`config.mk`:
```
export PLATFORM = sky130hd
export DESIGN_NAME = char_lcd_nibble_write_sequencer_top
export DESIGN_NICKNAME = d
export VERILOG_FILES = /design/src/rtl/core/lcdseq_pkg.sv /design/src/rtl/core/lcdseq_ctrl.sv /design/src/rtl/core/lcdseq_dp.sv /design/src/rtl/core/char_lcd_nibble_write_sequencer_top.sv
export SDC_FILE = /design/constraint.sdc
export NUM_CORES = 1
export LEC_CHECK = 0
export ABC_AREA = 1
export BUFFER_PORTS_ARGS = -buffer_cell sky130_fd_sc_hd__buf_4
export CAP_MARGIN = 20
export CORE_UTILIZATION = 47
export CTS_CLUSTER_DIAMETER = 60
export DETAILED_ROUTE_END_ITERATION = 8
export GPL_TIMING_DRIVEN = 0
export PLACE_DENSITY = 0.73
export SLEW_MARGIN = 20
export SYNTH_ARGS = -nofsm -noshare
export SYNTH_HDL_FRONTEND = slang
export SYNTH_SLANG_ARGS = --single-unit
```
`constraint.sdc`:
```
create_clock -name clk -period 4.4 [get_ports clk]
set_input_delay 0.22 -clock clk [delete_from_list [all_inputs] [get_ports clk]]
set_output_delay 0.22 -clock clk [all_outputs]
set_load 0.02 [all_outputs]
```
`src/rtl/core/lcdseq_pkg.sv`:
```
// Shared types, codes and constants of the character LCD nibble write sequencer.
package lcdseq_pkg;

  // Operation codes carried in the cmd field of a request.
  localparam logic [1:0] OP_WRITE_CMD  = 2'd0;
  localparam logic [1:0] OP_WRITE_CHAR = 2'd1;
  localparam logic [1:0] OP_SET_CURSOR = 2'd2;
  localparam logic [1:0] OP_POWER_UP   = 2'd3;

  // Configuration register indexes.
  localparam logic [1:0] REG_ENABLE_PULSE   = 2'd0;
  localparam logic [1:0] REG_COMMAND_SETTLE = 2'd1;
  localparam logic [1:0] REG_DATA_SETTLE    = 2'd2;
  localparam logic [1:0] REG_INIT_SETTLE    = 2'd3;

  // Reset values of the configuration registers.
  localparam logic [15:0] RST_ENABLE_PULSE   = 16'd1000;
  localparam logic [15:0] RST_COMMAND_SETTLE = 16'd1000;
  localparam logic [15:0] RST_DATA_SETTLE    = 16'd100;
  localparam logic [15:0] RST_INIT_SETTLE    = 16'd2000;

  // Cursor address bases for the two display lines.
  localparam logic [7:0] ROW0_BASE = 8'h80;
  localparam logic [7:0] ROW1_BASE = 8'hC0;

  // Last bus-state phase of a byte and last byte index of the power-up sequence.
  localparam logic [2:0] PHASE_LAST     = 3'd5;
  localparam logic [2:0] INIT_LAST_BYTE = 3'd6;

  typedef struct packed {
    logic [1:0] cmd;
    logic [7:0] byte_value;
    logic       row;
    logic [5:0] column;
  } in_item_t;

  typedef struct packed {
    logic        register_select;
    logic        read_write;
    logic        enable_pin;
    logic [3:0]  data_nibble;
    logic [15:0] hold_us;
    logic        last;
  } out_item_t;

  // Controller to datapath.
  typedef struct packed {
    logic       load;
    logic       emit;
    logic [2:0] phase;
    logic [2:0] byte_idx;
    logic       last_byte;
  } ctrl_cmd_t;

  // Datapath to controller.
  typedef struct packed {
    logic is_init;
  } dp_status_t;

  // Power-up command sequence.
  function automatic logic [7:0] init_byte(input logic [2:0] idx);
    logic [7:0] b;
    case (idx)
      3'd0:    b = 8'h33;
      3'd1:    b = 8'h32;
      3'd2:    b = 8'h28;
      3'd3:    b = 8'h01;
      3'd4:    b = 8'h02;
      3'd5:    b = 8'h06;
      3'd6:    b = 8'h0C;
      default: b = 8'h0C;
    endcase
    return b;
  endfunction

endpackage

```
`src/rtl/core/lcdseq_ctrl.sv`:
```
// Controller state machine that steps through bytes and bus-state phases.
module lcdseq_ctrl (
  input  logic                  clk,
  input  logic                  rst_n,
  input  logic                  start,
  output logic                  busy,
  input  lcdseq_pkg::dp_status_t status,
  output lcdseq_pkg::ctrl_cmd_t  ctrl
);

  localparam logic ST_IDLE = 1'b0;
  localparam logic ST_RUN  = 1'b1;

  logic       state_r, state_nxt;
  logic [2:0] phase_r, phase_nxt;
  logic [2:0] idx_r, idx_nxt;
  logic       last_byte;
  logic       final_step;
  logic       accept;

  assign last_byte  = !status.is_init || (idx_r == lcdseq_pkg::INIT_LAST_BYTE);
  assign final_step = (state_r == ST_RUN) && (phase_r == lcdseq_pkg::PHASE_LAST) && last_byte;
  // The next request may be taken in the cycle that emits the final bus state.
  assign busy       = (state_r == ST_RUN) && !final_step;
  assign accept     = start && !busy;

  always_comb begin
    state_nxt = state_r;
    phase_nxt = phase_r;
    idx_nxt   = idx_r;
    case (state_r)
      ST_IDLE: begin
        if (accept) begin
          state_nxt = ST_RUN;
          phase_nxt = 3'd0;
          idx_nxt   = 3'd0;
        end
      end
      ST_RUN: begin
        if (final_step) begin
          if (accept) begin
            phase_nxt = 3'd0;
            idx_nxt   = 3'd0;
          end else begin
            state_nxt = ST_IDLE;
          end
        end else if (phase_r == lcdseq_pkg::PHASE_LAST) begin
          phase_nxt = 3'd0;
          idx_nxt   = idx_r + 3'd1;
        end else begin
          phase_nxt = phase_r + 3'd1;
        end
      end
      default: state_nxt = ST_IDLE;
    endcase
  end

  always_ff @(posedge clk) begin
    if (!rst_n) begin
      state_r <= ST_IDLE;
      phase_r <= 3'd0;
      idx_r   <= 3'd0;
    end else begin
      state_r <= state_nxt;
      phase_r <= phase_nxt;
      idx_r   <= idx_nxt;
    end
  end

  assign ctrl.load      = accept;
  assign ctrl.emit      = (state_r == ST_RUN);
  assign ctrl.phase     = phase_r;
  assign ctrl.byte_idx  = idx_r;
  assign ctrl.last_byte = last_byte;

endmodule

```
`src/rtl/core/lcdseq_dp.sv`:
```
// Datapath: configuration registers, request latch and registered bus-state output.
module lcdseq_dp (
  input  logic                  clk,
  input  logic                  rst_n,
  input  logic                  cfg_valid,
  output logic                  cfg_ready,
  input  logic [1:0]            cfg_index,
  input  logic [15:0]           cfg_data,
  input  lcdseq_pkg::in_item_t  in_req,
  input  lcdseq_pkg::ctrl_cmd_t ctrl,
  output lcdseq_pkg::dp_status_t status,
  output logic                  out_valid,
  output lcdseq_pkg::out_item_t out_res
);

  logic [15:0] enable_pulse_r, command_settle_r, data_settle_r, init_settle_r;
  logic [7:0]  byte_r, byte_nxt;
  logic        rs_r, rs_nxt;
  logic        init_r;
  logic        out_valid_r;
  lcdseq_pkg::out_item_t out_r, out_nxt;

  logic [16:0] init_sum;
  logic [15:0] init_hold;
  logic [7:0]  cur_byte;
  logic [15:0] settle;

  assign cfg_ready = 1'b1;

  always_ff @(posedge clk) begin
    if (!rst_n) begin
      enable_pulse_r   <= lcdseq_pkg::RST_ENABLE_PULSE;
      command_settle_r <= lcdseq_pkg::RST_COMMAND_SETTLE;
      data_settle_r    <= lcdseq_pkg::RST_DATA_SETTLE;
      init_settle_r    <= lcdseq_pkg::RST_INIT_SETTLE;
    end else if (cfg_valid) begin
      case (cfg_index)
        lcdseq_pkg::REG_ENABLE_PULSE:   enable_pulse_r   <= cfg_data;
        lcdseq_pkg::REG_COMMAND_SETTLE: command_settle_r <= cfg_data;
        lcdseq_pkg::REG_DATA_SETTLE:    data_settle_r    <= cfg_data;
        lcdseq_pkg::REG_INIT_SETTLE:    init_settle_r    <= cfg_data;
        default: ;
      endcase
    end
  end

  always_comb begin
    byte_nxt = in_req.byte_value;
    rs_nxt   = 1'b0;
    case (in_req.cmd)
      lcdseq_pkg::OP_WRITE_CMD:  byte_nxt = in_req.byte_value;
      lcdseq_pkg::OP_WRITE_CHAR: begin
        byte_nxt = in_req.byte_value;
        rs_nxt   = 1'b1;
      end
      lcdseq_pkg::OP_SET_CURSOR: begin
        byte_nxt = (in_req.row ? lcdseq_pkg::ROW1_BASE : lcdseq_pkg::ROW0_BASE)
                   + {2'b00, in_req.column};
      end
      default: byte_nxt = in_req.byte_value;
    endcase
  end

  always_ff @(posedge clk) begin
    if (!rst_n) begin
      init_r <= 1'b0;
    end else if (ctrl.load) begin
      init_r <= (in_req.cmd == lcdseq_pkg::OP_POWER_UP);
    end
  end

  always_ff @(posedge clk) begin
    if (ctrl.load) begin
      byte_r <= byte_nxt;
      rs_r   <= rs_nxt;
    end
  end

  assign status.is_init = init_r;

  // The power-up settle saturates at the top of the 16-bit range.
  assign init_sum  = {1'b0, command_settle_r} + {1'b0, init_settle_r};
  assign init_hold = init_sum[16] ? 16'hFFFF : init_sum[15:0];
  assign cur_byte  = init_r ? lcdseq_pkg::init_byte(ctrl.byte_idx) : byte_r;

  always_comb begin
    if (rs_r) begin
      settle = data_settle_r;
    end else if (init_r && ctrl.last_byte) begin
      settle = init_hold;
    end else begin
      settle = command_settle_r;
    end
  end

  always_comb begin
    out_nxt.register_select = rs_r;
    out_nxt.read_write      = 1'b0;
    out_nxt.enable_pin      = (ctrl.phase == 3'd1) || (ctrl.phase == 3'd4);
    out_nxt.data_nibble     = (ctrl.phase < 3'd3) ? cur_byte[7:4] : cur_byte[3:0];
    out_nxt.last            = (ctrl.phase == lcdseq_pkg::PHASE_LAST) && ctrl.last_byte;
    if (out_nxt.enable_pin) begin
      out_nxt.hold_us = enable_pulse_r;
    end else if (ctrl.phase == lcdseq_pkg::PHASE_LAST) begin
      out_nxt.hold_us = settle;
    end else begin
      out_nxt.hold_us = 16'd0;
    end
  end

  always_ff @(posedge clk) begin
    if (!rst_n) begin
      out_valid_r <= 1'b0;
    end else begin
      out_valid_r <= ctrl.emit;
    end
  end

  always_ff @(posedge clk) begin
    if (ctrl.emit) begin
      out_r <= out_nxt;
    end
  end

  assign out_valid = out_valid_r;
  assign out_res   = out_r;

endmodule

```
`src/rtl/core/char_lcd_nibble_write_sequencer_top.sv`:
```
// Top level of the character LCD nibble write sequencer for a 4-bit HD44780 bus.
//
//   channel  | ports                               | handshake
//   ---------+-------------------------------------+---------------------------
//   input    | start, busy, in_req                 | taken when start && !busy
//   result   | out_valid, out_res                  | one-cycle strobe, no stall
//   config   | cfg_valid, cfg_ready, cfg_index,    | taken when valid && ready
//            | cfg_data                            |
//
// Each request yields one bus state per cycle: six for a command, a character
// or a cursor set, and 42 for power-up, paced by the phase and byte counters of
// the controller. A taken request reaches the output through the controller
// state register and then the datapath output register; the next request can
// be taken in the cycle that produces the final bus state, so back-to-back
// requests run with no gap. Reset is synchronous and active low; it returns the
// configuration registers to their default timings and idles the controller.
// The receiver cannot stall, so every bus state is shown for exactly one cycle.
module char_lcd_nibble_write_sequencer_top (
  input  logic                  clk,
  input  logic                  rst_n,
  input  logic                  start,
  output logic                  busy,
  input  lcdseq_pkg::in_item_t  in_req,
  output logic                  out_valid,
  output lcdseq_pkg::out_item_t out_res,
  input  logic                  cfg_valid,
  output logic                  cfg_ready,
  input  logic [1:0]            cfg_index,
  input  logic [15:0]           cfg_data
);

  // Command and status signals between the controller and the datapath.
  lcdseq_pkg::ctrl_cmd_t  ctrl;
  lcdseq_pkg::dp_status_t status;

  // The controller counts phases within a byte and bytes within a request.
  lcdseq_ctrl u_ctrl (
    .clk    (clk),
    .rst_n  (rst_n),
    .start  (start),
    .busy   (busy),
    .status (status),
    .ctrl   (ctrl)
  );

  // The datapath holds the timings, the latched request and the output register.
  lcdseq_dp u_dp (
    .clk       (clk),
    .rst_n     (rst_n),
    .cfg_valid (cfg_valid),
    .cfg_ready (cfg_ready),
    .cfg_index (cfg_index),
    .cfg_data  (cfg_data),
    .in_req    (in_req),
    .ctrl      (ctrl),
    .status    (status),
    .out_valid (out_valid),
    .out_res   (out_res)
  );

endmodule

```
==> Word level (Yosys, flattened, before mapping) <==
Cells that the tools add are included.
{ "word_totals": {"ff_bits": 105, "inputBits": 39, "out_inout_bits": 27} }
{ "op_classes": {"add_sub_neg": 4, "n_lt_le_gt_ge": 1, "eq_ne": 16, "n_mux": 22, "n_bitwise": 1, "n_reduce_logical": 17} }
{ "ops": {"columns": ["op", "count"], "rows": [
  ["16-bit two-way mux", 5],
  ["6-bit case mux with 6 select lines", 1],
  ["3-bit two-way mux", 6],
  ["16-bit by 16-bit adder with 17-bit output", 1],
  ["8-bit two-way mux", 2],
  ["3-bit == test, second input constant", 5],
  ["3-bit case mux with 2 select lines", 2],
  ["8-bit by 6-bit adder with 8-bit output", 1],
  ["2-bit == test, second input constant", 4],
  ["2-bit AND reduction", 4],
  ["7-bit two-way mux", 1],
  ["3-bit by 1-bit adder with 3-bit output, second input constant", 2],
  ["3-bit by 1-bit == test with 1-bit output, second input constant", 2],
  ["3-bit by 2-bit == test with 1-bit output, second input constant", 2],
  ["1-bit logical AND", 6],
  ["2-bit by 1-bit == test with 1-bit output, second input constant", 2],
  ["4-bit two-way mux", 1],
  ["1-bit zero test", 3],
  ["3-bit zero test", 1],
  ["3-bit by 2-bit < comparator with 1-bit output, second input constant", 1],
  ["1-bit two-way mux", 3],
  ["3-bit inequality test, second input constant", 1],
  ["2-bit zero test", 1],
  ["1-bit logical OR", 2],
  ["other kinds (2)", 2]
]} }

==> Depth between registers and ports, before layout <==
Gate-level depths: netlist (run 1).
{ "depth": {"word_depth": 10, "ltp_mapped": 15, "ltp_nobuf": 15} }

==> Hierarchy <==
From an unflattened synthesis (run 1), not the netlist that was laid out.
{ "hier_totals": {"cells_unflattened": 780, "area_unflattened_um2": 5521.5} }
{ "by_module_without_submodules": {"columns": ["module", "n_inst", "cells_each", "area_each_um2", "seq_area_each_um2"], "rows": [
  ["lcdseq_dp", 1, 717, 5089.9, 2282.2],
  ["lcdseq_ctrl", 1, 63, 431.7, 140.1]
]} }

==> Least setup slack after synthesis (run 1) <==
No wires, ideal clock.
{ "synth_timing": {"path_type": "reg2reg", "startpoint": "register u_dp.init_settle_r[0]", "endpoint": "register u_dp.out_r (netlist bit u_dp.out_res[11]) (data pin)", "setup_time_ps": 252, "arrival_time_ps": 1738, "t_required_ps": 4148, "path_slack_ps": 2409, "path_stages_with_launch": 13, "path_buffers": 0, "synth_period_minus_slack_ps": 1991, "cell_sequence": "dfxtp_1 -> ha_1 -> fa_1 -> nand2_1 -> nand2_1 -> nand3_1 -> nand2_2 -> a21oi_1 -> nand3_1 -> nand2_1 -> nand3_1 -> nand2_1 -> nand2_1"} }
{ "synth_rtl": {"columns": ["item", "line", "text"], "rows": [
  ["start, declared", "lcdseq_dp.sv:16", "logic [15:0] enable_pulse_r, command_settle_r, data_settle_r, init_settle_r;"],
  ["start signal, assigned", "lcdseq_dp.sv:35", "init_settle_r <= lcdseq_pkg::RST_INIT_SETTLE;"],
  ["start signal, assigned", "lcdseq_dp.sv:41", "lcdseq_pkg::REG_INIT_SETTLE: init_settle_r <= cfg_data;"],
  ["end signal, assigned", "lcdseq_dp.sv:121", "out_r <= out_nxt;"],
  ["end, declared", "lcdseq_dp.sv:21", "lcdseq_pkg::out_item_t out_r, out_nxt;"]
]} }

==> metrics, run 1 <==
CP Data Arrival Time 2.56 ns; CP Buf/Inv Count 0; Nets 918; DRC errors left 11; port buffer count 62; Yosys reg bits 105; crit-path max cell delay 0.47 ns; met2 Use GR 37.3%; Netlist cell types 40; Yosys top cell area share 26.2%; gr busiest metal met2; Min-Delay Path Class primary input to flop; met1 Use GR about a third; EDFF count, synth 32; post-DP HPWL 10,800 um; drt pass-1 iters 7; # rows 39; height of the die between 100 and 150 um; Area Overhead vs Synth 16.3%; Place WS 1.99 ns; Synth area leader dfxtp_1; main area contributors after synthesis dfxtp_1 26%, edfxtp_1 17%, nand2_1 16%, nor2_1 9.6%, inv_1 5.1%; most frequent CP cell nand2_1; Vias between 5k and 6k; final non-filler cell total 1,005; n_diodes 0; worst slew pin tran 0.815 ns; Inst Count DP 989; Final Skew 0.00652 ns; setup ws final 1.94 ns; clk slew on worst S/H paths 0.07 ns; Critical Path Slowest Stage Cell fa_1; grt met3 use 4.32%; R2R setup slack 1.94 ns; f_max around 410 MHz; cts hold-fix bufs 0; Mapped Area ~0.0056 sq mm; H-tree depth 3; Filler cells around 1.1k; Synth Net Count 845; cell breakdown of the critical path ha_1 -> fa_1 -> nand2_1 -> nand2_1 -> nand3_1 -> nand2_2 -> a21oi_1 -> nand3_1 -> nand2_1 -> nand3_1 -> nand2_1 -> nand2_1; post_cts resized 0; Starting Density 48.4%; failing checks DRC; Rel. slew slack a little under half; Sequential cell area 0.00242 sq mm; Ports 66; die area 0.0123 sq mm; yosys warns 0; crit share post-route roughly 56%; Avg Cell Area, Syn 7.11 sq um; Post-synth top cells 232 x nand2_1, 142 x nor2_1, 76 x inv_1; Post-CTS Setup Repair Bufs 0; vias in the first global route 4,704; first-pass GRT wire length 23,300 um; asr flop ratio synth 0%; Critical Path Start Type flop; Routed Antenna Nets 0; Clock Tree Buf Depth 2; cell with the most instances after synthesis nand2_1; DR iter-0 viols 373; Primary FF master, synth dfxtp_1; Multi-input gate area 0.00275 sq mm; crit-path leading delay family simple AND/OR/NAND/NOR gates; antenna violations before repair 0; RSZ-0062 raised after global routing false; clock sink total 105; post-layout min period 2.46 ns; share of post-route cells with drive strength above 1 approximately 12%; Placer Congestion 0.959; Setup violations, final 0; register area share after synthesis a little over two fifths; Core ar. around 0.012 sq mm; leakage 3.18 nW; gr ovfl total 0; Root Driver clkbuf_16; Slew Viols, Final 0; Max IR drop VDD 216 uV; Die Wd 111 um; DRT Wirelength 14,200 um; run status finished with violations; CTS Buf Count 9; worst skew pair latency 0.34 ns; setup TNS 0 ns; PwrDens about 330 mW/mm^2; crit path capture type flop; crit path max fanout 4; CP required about 4.5 ns; pin count of the biggest net entering global routing 27; vias per inst about 5.1; Synth Instances 784; Hold Vio Cnt, Final 0; Maximum Capacitance Violations 0; routed length per instance between 10 and 15 um; Setup CP Type flop to flop; TritonCTS clock tree done; GRT Overall Usage between 20% and 30%
==> area by class of cell <==
| cell class | count | share of cell area [%] |
|---|---|---|
| inverter | 78 | 4.55 |
| multi-input combinational | 576 | 42.4 |
| timing repair buffer | 62 | 7.17 |
| clock buffer | 11 | 3.59 |
| clock inverter | 5 | 0.501 |
| tap | 143 | 2.76 |
| sequential | 105 | 37.4 |
| buffer | 25 | 1.66 |
==> cells by family after synthesis <==
| logic type | share of synthesized area (%) |
|---|---|
| simple gates | 33.2 |
| buf+inv | 7.22 |
| xor+xnor | 1.10 |
| flops | 43.4 |
| fa+ha+maj | 5.07 |
| compound gates | 8.39 |
| other cells | 0.135 |
| mux | 1.41 |
==> metrics by stage <==
stage	util (%)	area, sq um	total power (W)	hold WS, ns
6_report	56.3	6490	0.00213	0.109
5_1_grt	56.3	6490	0.00222	0.117
4_1_cts	56.3	6490	0.00214	0.103
3_5_place_dp	54.0	6220	0.00142	0.443
3_3_place_gp	54.0	6220	0.00141	0.440
2_1_floorplan	-	5580	0.00130	0.333
==> worst reg2reg max path: stages, from the launching register on <==
cell and delay (ns):
dfxtp_1 0.32, ha_1 0.24, fa_1 0.47, nand2_1 0.11
nand2_1 0.07, nand3_1 0.10, nand2_2 0.10, a21oi_1 0.28
nand3_1 0.18, nand2_1 0.13, nand3_1 0.07, nand2_1 0.09
nand2_1 0.05
==> placed cells by master, fill, tap and decap left out, types with 9 or more instances in the layout <==
cell type / n
nand2_1: 232
dfxtp_1: 72
inv_1: 76
buf_4: 65
nor2_1: 142
nand3_1: 54
a21oi_1: 17
edfxtp_1: 32
ha_1: 21
clkbuf_1: 20
clkbuf_16: 9
o21ai_0: 50
==> path summary, 6_finish.rpt <==
kind / from / end / depth (start not counted)
worst max-delay path: u_dp.init_settle_r[0] / u_dp.out_res[13] / 12
worst min-delay path: cfg_data[6] / u_dp.command_settle_r[6] / 3
worst max register to register: u_dp.init_settle_r[0] / u_dp.out_res[13] / 12
worst min register to register: u_dp.data_settle_r[5] / u_dp.data_settle_r[5] / 2
==> flip-flops by register name, summed over array words and instances, names as in the netlist <==
signal,cells
u_dp.data_settle_r,16
u_dp.init_settle_r,16
u_ctrl.state_r,1
u_dp.out_res,23
u_dp.rs_r,1
u_dp.byte_r,8
u_ctrl.phase_r,3
u_dp.out_valid,1
u_dp.enable_pulse_r,16
u_dp.command_settle_r,16
u_ctrl.idx_r,3
u_dp.status,1
==> power by group <==
part | internal [W] | switching, W | total [W]
clock network | 0.000382 | 0.000341 | 0.000723
registers | 0.00105 | 0.0000320 | 0.00108
logic | 0.000123 | 0.000196 | 0.000319
==> metal layers <==
metal  vias to the layer above  part of all wire [%]
met4                         0                   1.6
met1                      2317                    48
met5                         -                     0
met2                       155                    44
met3                        16                   6.0
li1                       2639                     -
(Power assumes the default switching activity.)
==> run 2, diff against run 1 <==
--- a/config.mk
+++ b/config.mk
@@ -12,7 +12,7 @@
 export CTS_CLUSTER_DIAMETER = 60
 export DETAILED_ROUTE_END_ITERATION = 8
 export GPL_TIMING_DRIVEN = 0
-export PLACE_DENSITY = 0.73
+export PLACE_DENSITY = 0.75
 export SLEW_MARGIN = 20
 export SYNTH_ARGS = -nofsm -noshare
 export SYNTH_HDL_FRONTEND = slang
==> constraint.sdc (replaced) <==
create_clock -name clk -period 2 [get_ports clk]
set_input_delay 0.1 -clock clk [delete_from_list [all_inputs] [get_ports clk]]
set_output_delay 0.1 -clock clk [all_outputs]
set_load 0.02 [all_outputs]
==> run 2 against run 1 <==
The flow finishes with violations (DRC, setup timing). Worst hold slack lost 0.10 ns. Clock power grew to 2.6 times the previous value. Wire length rose by 8.0%. Critical path type unchanged. Worst setup slack lost 2.1 ns. Largest cell class unchanged. Non-clock buffer count rose by 16. Critical endpoint is now u_dp.out_res[1]. Count of clock-buffer cells in the layout is the same. Combinational power increased to 2.5 times the previous value. Clock skew shrank 0.00071 ns.
==> metrics, run 2 (same netlist as run 1, synthesis figures left out) <==
run status finished with violations; failing checks DRC, setup timing; RSZ-0062 raised after global routing true; Setup CP Type flop to flop; pin count of the biggest net entering global routing 27 (unchanged); CP required 2.10 ns (-2.40 ns); leakage 3.33 nW (+4.8%); Vias 5,340 (+4.2%); height of the die 111 um (unchanged); Min-Delay Path Class primary input to flop; post-DP HPWL 10,900 um (+0.57%); setup ws final -0.160 ns (-2.10 ns); f_max 463 MHz (+14%); first-pass GRT wire length 24,600 um (+5.4%); # rows 39 (unchanged); DRC errors left 10 (-1); worst r2r src u_dp.command_settle_r[0]; Slew Viols, Final 0 (unchanged); commonest non-fill, non-tap cell in the layout nand2_1; Setup violations, final 15 (+15); Starting Density 48.4% (unchanged); DR iter-0 viols 543 (+46%); Root Driver clkbuf_16; Rel. slew slack 57.5% (+12 points); post-layout min period 2.16 ns (-0.301 ns); Inst Count DP 989 (unchanged); Nets 934 (+1.7%); crit path capture type flop; worst skew pair latency 0.34 ns (about the same); n_diodes 0 (unchanged); vias in the first global route 5,013 (+6.6%); DRT Wirelength 15,300 um (+8.0%); Routed Antenna Nets 0 (unchanged); Critical Path Start Type flop; Ports 66 (unchanged); H-tree depth 3 (unchanged); vias per inst 5.23 (+2.5%); TritonCTS clock tree done; drt pass-1 iters 7 (unchanged); Placer Congestion 0.914 (-4.8%); clock sink total 105 (unchanged); Final Skew 0.00581 ns (-0.000708 ns); Core ar. 0.0115 sq mm (unchanged); Die Wd 111 um (unchanged); worst slew pin tran 0.637 ns (-0.177 ns); max reg flops 23 (unchanged); port buffer count 62 (unchanged); commonest cells after routing, fill and taps aside 214 x nand2_1, 137 x nor2_1, 75 x inv_1; Place WS -0.436 ns (-2.43 ns); crit share post-route 108% (+52 points); CTS Buf Count 9 (unchanged); crit path max fanout 7 (+3); die area 0.0123 sq mm (unchanged); PwrDens 716 mW/mm^2 (+120%); CP Data Arrival Time 2.26 ns (-0.30 ns); Max IR drop VDD 516 uV (+140%); Fin Hold WS 0.00760 ns (-0.101 ns); antenna violations before repair 0 (unchanged); Hold Vio Cnt, Final 0 (unchanged); gr ovfl total 0 (unchanged); Overall Power 0.00507 W (+140%); GRT Overall Usage 25.2% (+1.2 points); Hold Crit Start cfg_data[7]; final non-filler cell total 1,021 (+1.6%); Area Overhead vs Synth 26.9%; clk slew on worst S/H paths 0.07 ns (about the same); Maximum Capacitance Violations 0 (unchanged); Worst setup startpoint u_dp.command_settle_r[0]; Clock Tree Buf Depth 2 (unchanged); routed length per instance 15.0 um (+6.3%); share of post-route cells with drive strength above 1 21.6% (+9.3 points)
## run 2: area by class of cell
| cell class | count | area [sq um] |
|---|---|---|
| Clock inverter | 5 | 80.1 |
| Sequential cell | 105 | 2440 |
| Buffer | 25 | 108 |
| Multi-Input combinational cell | 576 | 3130 |
| Clock buffer | 11 | 233 |
| Fill cell | 1054 | 4440 |
| Tap cell | 143 | 179 |
| Inverter | 78 | 305 |
| Timing Repair Buffer | 78 | 606 |
## run 2: per-layer routing
layer / up-vias / part of all wire, % / GRT usage [%]
met3: 25 / 6.3 / 4.37
li1: 2670 / - / -
met2: 197 / 46 / 40.9
met1: 2448 / 46 / 34.4
met4: 0 / 1.8 / 7.40
met5: - / 0 / 0
## run 2: final timing paths
check / endpoint / slack [ns] / cells past startpoint
max: u_dp.out_res[1] / -0.16 / 13
min: u_dp.enable_pulse_r[7] / 0.008 / 3
max reg2reg: u_dp.out_res[1] / -0.16 / 13
min reg2reg: u_dp.out_res[23] / 0.46 / 0
## run 2: where the power goes
part	switching (W)	internal [W]	leakage (nW)
Sequential	0.0000839	0.00231	0.911
Clock	0.000773	0.00110	0.147
Combinational	0.000470	0.000333	2.27
## run 2: critical path, stage by stage, from the launching register on
cell	delay, ns
dfxtp_4	0.35
ha_4	0.16
fa_2	0.36
nand2_2	0.08
nand2_2	0.06
nand3_2	0.10
nand2_4	0.08
nand3_4	0.09
nand2_8	0.10
buf_6	0.14
o22ai_4	0.14
nand2_2	0.09
nand2_2	0.10
nand2_1	0.05
## run 2: timing repair
item	4_1_cts	5_1_grt
pin swaps	14	18
setup buffers	7	4
hold buffers	5	0
setup endpoints to repair	31	17
resized for setup	41	51
endpoints found under the hold margin	11	0
## run 2: per-stage QoR
step / TNS, ns / util [%] / instance area [sq um]
after global placement: -6.41 / 54.0 / 6220
final: -1.32 / 61.5 / 7080
after global routing: -2.42 / 61.5 / 7080
after floorplan: 0 / - / 5580
after CTS: -1.26 / 59.2 / 6820
after detailed placement: -6.97 / 54.0 / 6220
==> run 3, diff against run 2 <==
--- a/config.mk
+++ b/config.mk
@@ -5,7 +5,7 @@
 export SDC_FILE = /design/constraint.sdc
 export NUM_CORES = 1
 export LEC_CHECK = 0
-export ABC_AREA = 1
+export ABC_AREA = 0
 export BUFFER_PORTS_ARGS = -buffer_cell sky130_fd_sc_hd__buf_4
 export CAP_MARGIN = 20
 export CORE_UTILIZATION = 47
==> run 3 against run 2 <==
Synthesized area fell by 6.0%. Synthesized cell count fell by 27%. Total power fell by 16%. Design area fell by 8.3%. The run ends with setup timing left. Wire length fell by 6.0%. Non-clock buffer count rose by 24. Critical endpoint is now u_dp.out_res[13]. Clock power fell by 33%. Largest power group unchanged. Critical path depth fell by 3.
==> metrics, run 3 <==
worst reg2reg path depth 10 (-3); crit share post-route 139% (+31 points); max reg flops 23 (unchanged); reg2reg end u_dp.out_res[13]; Mapped Area 0.00524 sq mm (-6.0%); EDFF count, synth 32 (unchanged); cell breakdown of the critical path ha_4 -> fa_2 -> a21o_1 -> a221oi_4 -> o21ai_2 -> o31a_1 -> a41o_4 -> clkbuf_16 -> o221ai_2 -> nand2_1; Ports 66 (unchanged); CP required 2.13 ns (+0.03 ns); PwrDens 653 mW/mm^2 (-8.8%); Min-Delay Path Class primary input to flop; port buffer count 62 (unchanged); crit-path max cell delay 0.38 ns (+0.02 ns); Vias 4,702 (-12%); n_diodes 0 (unchanged); Hold Vio Cnt, Final 0 (unchanged); post-layout min period 2.77 ns (+0.612 ns); crit-path leading delay family compound AO/OA/AOI/OAI gates; die area 0.0116 sq mm (-5.9%); Die Wd 108 um (-3.0%); R2R setup slack -0.77 ns (-0.61 ns); worst skew pair latency 0.39 ns (+0.05 ns); asr flop ratio synth 0% (unchanged); Root Driver clkbuf_8; Critical Path Start Type flop; H-tree depth 3 (unchanged); pin count of the biggest net entering global routing 31 (+15%); final core utilization 59.9% (-1.6 points); Core ar. 0.0108 sq mm (-5.9%); Setup violations, final 16 (+1); worst slew pin tran 1.03 ns (+0.392 ns); Final Skew 0.0113 ns (+0.00553 ns); Synth Instances 573 (-27%); RSZ-0062 raised after global routing true; Setup CP Type flop to flop; Nets 735 (-21%); drt pass-1 iters 7 (unchanged); Area Overhead vs Synth 23.9%; Synth Net Count 634 (-25%); setup ws final -0.772 ns (-0.612 ns); register area share after synthesis 46.2% (+2.8 points); vias per inst 5.74 (+9.8%); post-DP HPWL 9620 um (-11%); vias in the first global route 4,501 (-10%); height of the die 108 um (-3.0%); Routed Antenna Nets 0 (unchanged); run status finished with violations; yosys warns 0 (unchanged); f_max 361 MHz (-22%); Placer Congestion 0.869 (-4.8%); Max IR drop VDD 346 uV (-33%); crit path max fanout 5 (-2); clk slew on worst S/H paths 0.11 ns (+0.04 ns); routed length per instance 17.6 um (+17%); crit path capture type flop; Yosys reg bits 105 (unchanged); clock sink total 105 (unchanged); main area contributors after synthesis dfxtp_1 28%, edfxtp_1 18%, nand2_1 11%, a21boi_0 6.4%, ha_1 5.0%; placed inst area 0.00591 sq mm (-5.1%); commonest cells after routing, fill and taps aside 151 x nand2_1, 72 x buf_4, 68 x dfxtp_1; Yosys top cell area share 27.9% (+1.7 points); Clock Tree Buf Depth 2 (unchanged); Maximum Capacitance Violations 0 (unchanged); Primary FF master, synth dfxtp_1; Fin Hold WS 0.0162 ns (+0.00862 ns); first-pass GRT wire length 22,400 um (-8.9%); Post-synth top cells 151 x nand2_1, 73 x dfxtp_1, 45 x a21boi_0; Synth area leader dfxtp_1; leakage 2.58 nW (-22%); # rows 38 (-2.6%); TritonCTS clock tree done; Netlist cell types 55 (+38%); GRT Overall Usage 25.6% (+0.35 points); CP Buf/Inv Count 1 (unchanged); Filler cells 926 (-12%); CTS Buf Count 9 (unchanged); hold path depth 2 (-1); DRC errors left 0 (-10); DR iter-0 viols 395 (-27%); Avg Cell Area, Syn 9.15 sq um (+29%); commonest non-fill, non-tap cell in the layout nand2_1; Design Area, Final 0.00649 sq mm (-8.3%); share of post-route cells with drive strength above 1 20.2% (-1.5 points); Critical Path Slowest Stage Cell fa_2; Slew Viols, Final 0 (unchanged); Starting Density 48.4% (-0.063 points); Overall Power 0.00424 W (-16%); Place WS -0.932 ns (-0.496 ns); Hold Crit Start in_req[0]; Worst Hold End u_dp.byte_r[0]; DRT Wirelength 14,400 um (-6.0%); antenna violations before repair 0 (unchanged); worst r2r src u_dp.command_settle_r[0]; gr ovfl total 0 (unchanged); Rel. slew slack 31.2% (-26 points); cell with the most instances after synthesis nand2_1; failing checks setup timing; CP Data Arrival Time 2.90 ns (+0.64 ns)
-- run 3: changes by cell type after synthesis, sizes merged, moves of 9 or more --
cell,previous run,this run
a21boi,0,45
a21o,0,10
a22oi,0,17
clkbuf,18,32
inv,78,7
nand2,235,151
nand3,57,28
nor2,145,16
nor2b,0,9
o21ai,54,13
o221ai,0,13
-- run 3: per-layer routing --
layer	vias up	GRT usage [%]	routed length (um)	share of wire, %
li1	2227	-	-	-
met1	2222	33.0	6130	43
met5	-	0	0	0
met3	40	3.87	999	6.9
met2	213	42.3	6870	48
met4	0	11.3	381	2.7
-- run 3: final cells by class --
| type | instances | area, sq um | share of cell area, % |
|---|---|---|---|
| clock buffer | 10 | 138 | 2.12 |
| buffer | 35 | 155 | 2.39 |
| clock inverter | 6 | 40.0 | 0.616 |
| multi-input combinational | 424 | 2760 | 42.5 |
| sequential | 105 | 2430 | 37.4 |
| inverter | 7 | 26.3 | 0.405 |
| timing repair buffer | 92 | 772 | 11.9 |
| tap | 140 | 175 | 2.70 |
-- run 3: timing repair --
action	CTS	global route
setup buffers	9	1
endpoints found under the hold margin	50	0
gates cloned	0	1
hold buffers	19	0
pin swaps	8	4
setup endpoints to repair	33	30
gates resized for setup	16	11
-- run 3: cell families after synthesis --
kind of cell    after synthesis  synth area share (%)
fa+ha+maj                    22                  5.39
buf+inv                      44                  3.44
compound gates              140                  20.7
mux                          11                  2.27
simple gates                237                  19.9
other cells                   2                 0.143
xor+xnor                     12                  2.00
flops                       105                  46.2
-- run 3: report_power, final --
group | internal [W] | leakage [nW] | switching, W
clock | 0.000491 | 0.0910 | 0.000758
sequential | 0.00229 | 0.910 | 0.0000685
combinational | 0.000277 | 1.58 | 0.000357
total | 0.00306 | 2.58 | 0.00118
-- run 3: through the flow --
| stage | setup TNS [ns] | std cells |
|---|---|---|
| finish | -11.54 | 819 |
| global placement | -14.81 | 775 |
| detailed placement | -16.71 | 775 |
| floorplan | -8.39 | 573 |
| global route | -12.46 | 819 |
| CTS | -10.57 | 818 |
-- run 3: worst max-delay path by stage --
stage | from | end | cells past startpoint
after global routing | u_dp.command_settle_r[0] | u_dp.out_res[11] | 10
after global placement | u_dp.init_settle_r[0] | u_dp.out_res[11] | 10
after floorplan | u_dp.command_settle_r[0] | u_dp.out_res[11] | 10
after CTS | u_dp.command_settle_r[0] | u_dp.out_res[11] | 10
after detailed placement | u_dp.command_settle_r[0] | u_dp.out_res[11] | 10
final | u_dp.command_settle_r[0] | u_dp.out_res[13] | 10
